### src/rtl/biq_ram.sv
// Generic single-port-write, single-port-read RAM with registered read data.
// No dependencies; used for the per-channel filter history.
module biq_ram #(
  parameter int WIDTH = 96,
  parameter int DEPTH = 8
) (
  input  logic                                  clk,
  input  logic                                  wr_en,
  input  logic [(DEPTH > 1 ? $clog2(DEPTH) : 1)-1:0] wr_addr,
  input  logic [WIDTH-1:0]                      wr_data,
  input  logic                                  rd_en,
  input  logic [(DEPTH > 1 ? $clog2(DEPTH) : 1)-1:0] rd_addr,
  output logic [WIDTH-1:0]                      rd_data
);

  logic [WIDTH-1:0] mem [DEPTH];

  always_ff @(posedge clk) begin
    if (wr_en) begin
      mem[wr_addr] <= wr_data;
    end
    if (rd_en) begin
      rd_data <= mem[rd_addr];
    end
  end

endmodule

### config.mk
export PLATFORM = sky130hd
export DESIGN_NAME = biq_ram
export DESIGN_NICKNAME = d
export VERILOG_FILES = /design/src/rtl/biq_ram.sv
export SDC_FILE = /design/constraint.sdc
export NUM_CORES = 1
export LEC_CHECK = 0
export BUFFER_PORTS_ARGS = -buffer_cell sky130_fd_sc_hd__buf_2
export CORE_AREA = 10 10 264 266
export DETAILED_ROUTE_END_ITERATION = 10
export DIE_AREA = 0 0 274 276
export GPL_TIMING_DRIVEN = 0
export HOLD_SLACK_MARGIN = 0.03
export PLACE_DENSITY = 0.7
export SYNTH_ARGS = -nofsm -noshare
export SYNTH_HDL_FRONTEND = slang
export SYNTH_SLANG_ARGS = --single-unit
### constraint.sdc
create_clock -name clk -period 8.7 [get_ports clk]
set_clock_uncertainty 0.1 [all_clocks]
set_input_delay 1.74 -clock clk [delete_from_list [all_inputs] [get_ports clk]]
set_output_delay 1.74 -clock clk [all_outputs]
set_load 0.1 [all_outputs]
==> results.md <==
Route:
- The first detailed-routing pass took 5 iterations.
- For this run, design rule violations remaining after detail routing come to 0.
- The via count is 13.8k.
- After detailed routing, the number of vias per cell comes to 5.60.
- Wires add up to between 60,000 and 70,000 µm.
- The detailed-route wire length per cell is 26.1 µm.
- Once detail routing completed, the nets flagged for antenna violations numbered 0.
- The DRC violation total after the first TritonRoute iteration is ~1.3k.

Synth:
- The number of flip-flops and latches in the synthesized netlist is around 860.
- In this run the mean area of a mapped cell was around 26 µm².
- The commonest cells after synthesis are sky130_fd_sc_hd__edfxtp_1 (864), sky130_fd_sc_hd__mux4_2 (192), sky130_fd_sc_hd__mux2_2 (96).
- The synthesized netlist net count is ~1.3k.
- In the synthesized netlist, the number of instances is between 1k and 1.5k.
- Among all cell types in the netlist, the one instantiated most often is sky130_fd_sc_hd__edfxtp_1.
- In the synthesized netlist the dominant register cell turns out to be sky130_fd_sc_hd__edfxtp_1.
- The share of the yosys chip area belonging to registers is between 80% and 90%.
- Counting distinct cell types in the post-synthesis netlist gives 11.
- After synthesis, the largest area contributor takes up about four fifths of total cell area.
- Of all flip-flops after synthesis, the portion carrying an async set or reset was 0%.
- In this run, synthesis inferred 864 flip-flops with an integrated enable.
- After synthesis, the cell types taking the most area are sky130_fd_sc_hd__edfxtp_1 (82%), sky130_fd_sc_hd__mux4_2 (14%), sky130_fd_sc_hd__mux2_2 (3.4%), sky130_fd_sc_hd__buf_6 (0.71%), sky130_fd_sc_hd__clkbuf_1 (0.24%).
- During synthesis, Yosys emitted a total of 0 warnings.
- The cell taking the most area after synthesis is sky130_fd_sc_hd__edfxtp_1.
- The netlist area before placement is approximately 32,000 µm².

Power and ir drop:
- Dividing total power by cell area gives a power density of ~240 nW/µm².
- The worst voltage drop across the vdd grid is around 0.16 mV.
- The leakage power of the design is roughly 12 nW.

Worst hold path:
- In this run the worst hold path is classified as flop to flop.
- The worst hold path passes through 2 cells.

Critical path:
- The signal on the critical path passes through clkbuf_1 > buf_2 > clkbuf_1 > mux2_2.
- The largest single stage delay on the critical path is around 0.64 ns.
- The critical path's slowest cell is sky130_fd_sc_hd__clkbuf_1.
- Data on the critical path is required at its endpoint by approximately 9 ns.
- The worst setup path is of the primary input to flop kind.
- The type of destination of the critical path is a flop.
- The kind of launch point of the worst setup path is a primary input.
- The maximum fanout encountered on the critical timing path is 10.
- The cell depth of the worst flop-to-flop path is 2.
- The most frequent cell on the critical path is sky130_fd_sc_hd__clkbuf_1.
- The arrival time of data at the critical path endpoint is 3.83 ns.

Final layout:
- Cells with a size suffix above 1 make up between 40% and 50% of the layout.
- In the final design database the tool counted about 1.6k nets.
- The finished cells cover about 37,000 µm².
- The count of placed standard cells in the final layout, fillers left out is approximately 2.5k.
- The area growth from synthesis to layout is 17.8%.
- The total of fill cells in the finished design is approximately 4.5k.

GRT:
- The first global-routing pass estimated 95,600 µm of wire.
- The number of antenna violations at the first check in global routing is 17.
- Entering global routing, the biggest net connects 64 pins.
- The number of global-route vias before repair is roughly 14k.
- Across every metal layer, demand over resource in global routing totals 17.1%.
- After global routing the overflow that remains totals 0.

Place:
- Prior to clock tree synthesis, the placed netlist has a worst setup slack of approximately 4.4 ns.
- The final estimated routing congestion in global placement is ~0.70.
- Once placement finished, the instance area stood at about 35,000 µm².
- The cell count after placement is 2,312.
- The HPWL reported at the end of detailed placement is ~40,000 µm.
- Input and output buffers added on the ports amount to 197.

Floorplanning:
- For this configuration, the core starts out at a cell density of 49.5%.
- The height of the chip is approximately 280 µm.
- The overall die area is roughly 76,000 µm².
- The number of I/O pins is approximately 200.
- The die width is 274 µm.
- The area inside the core boundary is roughly 64,000 µm².
- The floorplan has slightly above 90 rows.

Clock tree:
- The post-cts repair resize count is 0.
- CTS built an H-tree with a depth of 3.
- The clock latency at the later pin of the worst-skew pair is between 0.6 and 0.7 ns.
- The buffers inserted during post-CTS setup optimization is 0.
- Counting every sink on the clock net gives 864.
- The post-cts hold buffer count is 0.
- Clock-pin slew was measured on the worst setup and hold paths at approximately 0.060 ns.
- The clock tree root buffer cell is sky130_fd_sc_hd__clkbuf_16.
- TritonCTS built the clock tree.
- The total CTS buffers is between 80 and 90.
- The buffer depth of the longest clock path is 3.

STA:
- The tightest slew margin relative to the limit is 39.5%.
- The fmax is 0.281 GHz.
- Setup violations remaining at the end of the flow were counted as 0.
- Counting I/O delays and the setup requirement, the final critical path takes approximately 3.6 ns.
- The final critical path takes up between 40% and 50% of the cycle.
- The number of hold-slack violations in the final timing report was 0.
- Setup repair after global routing left no endpoint under its margin.
- The worst hold margin is about 0.65 ns.
- For the pin with the worst max-slew slack, the measured transition is 0.908 ns.
- The worst setup slack after layout is a little over 5 ns.
- The final-layout setup total negative slack is 0 ns.
- The final-report max-slew violation count is 0.

Run status:
- The flow ran to the end, and the final reports show no timing, DRC or antenna violations.

Flow run:
- Max-cap violations in this run came to 0.
==> critical path: cells and delay by family <==
family                 cells  cell delay [ns]
buffers and inverters      3             1.62
muxes                      1             0.44
==> flip-flops by register name (all words and copies together), names as in the netlist <==
register	flops
mem	768
rd_data	96
==> path summary, 6_finish.rpt <==
check	from	slack, ns	endpoint
min reg2reg	mem[7][88]	0.65	rd_data[88]
min	mem[7][88]	0.65	rd_data[88]
max reg2reg	mem[0][50]	7.19	rd_data[50]
max	rd_addr[1]	5.14	rd_data[64]
==> layout make-up <==
cell class,instances,area (µm²),area share (%)
multi-input cells,301,5530,14.8
well taps,855,1070,2.86
diodes,5,12.5,0.0334
repair buffers,238,1870,4.99
flip-flops and latches,864,25900,69.3
plain buffers,54,358,0.956
clock buffers,105,2220,5.94
clock inverters,43,422,1.13
==> routing by layer <==
metal  share of wire [%]  track usage [%]
met5                0.25                0
met4                 1.9             4.97
met3                 6.8             4.01
met2                  49             26.7
met1                  42             23.8
==> cells in the final DEF, fill, tap and decap left out <==
| cell | n |
|---|---|
| sky130_fd_sc_hd__buf_1 | 10 |
| sky130_fd_sc_hd__buf_12 | 22 |
| sky130_fd_sc_hd__buf_16 | 12 |
| sky130_fd_sc_hd__buf_2 | 200 |
| sky130_fd_sc_hd__buf_6 | 21 |
| sky130_fd_sc_hd__buf_8 | 7 |
| sky130_fd_sc_hd__bufinv_16 | 7 |
| sky130_fd_sc_hd__clkbuf_1 | 39 |
| sky130_fd_sc_hd__clkbuf_16 | 86 |
| sky130_fd_sc_hd__clkinv_1 | 13 |
| sky130_fd_sc_hd__clkinv_2 | 14 |
| sky130_fd_sc_hd__clkinv_4 | 1 |
| sky130_fd_sc_hd__clkinv_8 | 1 |
| sky130_fd_sc_hd__clkinvlp_4 | 4 |
| sky130_fd_sc_hd__diode_2 | 5 |
| sky130_fd_sc_hd__edfxtp_1 | 864 |
| sky130_fd_sc_hd__inv_16 | 1 |
| sky130_fd_sc_hd__inv_6 | 2 |
| sky130_fd_sc_hd__mux2_2 | 96 |
| sky130_fd_sc_hd__mux4_2 | 192 |
| sky130_fd_sc_hd__nand2_1 | 2 |
| sky130_fd_sc_hd__nand2b_1 | 3 |
| sky130_fd_sc_hd__nor2_4 | 6 |
| sky130_fd_sc_hd__nor3_4 | 2 |
==> through the flow <==
stage                     utilization, %  total power (W)
after floorplan                        -          0.00539
after global placement              52.8          0.00560
after detailed placement            54.2          0.00562
after CTS                           58.4          0.00911
after global routing                58.4          0.00931
final                               58.4          0.00902
==> cells by family (layout without fill, tap and decap cells) <==
| family | after synthesis | count (layout) | share of synthesized area (%) |
|---|---|---|---|
| muxes | 288 | 288 | 17.0 |
| and+or+nand+nor | 13 | 13 | 0.185 |
| other | 0 | 5 | 0 |
| DFF | 864 | 864 | 81.7 |
| buffers and inverters | 54 | 440 | 1.13 |
==> power breakdown <==
part | switching [W] | total [W] | internal, W
Clock | 0.00147 | 0.00349 | 0.00202
Sequential | 0.0000396 | 0.00480 | 0.00476
Combinational | 0.000502 | 0.000727 | 0.000225
Note: power is estimated with default switching activity, not from simulation.
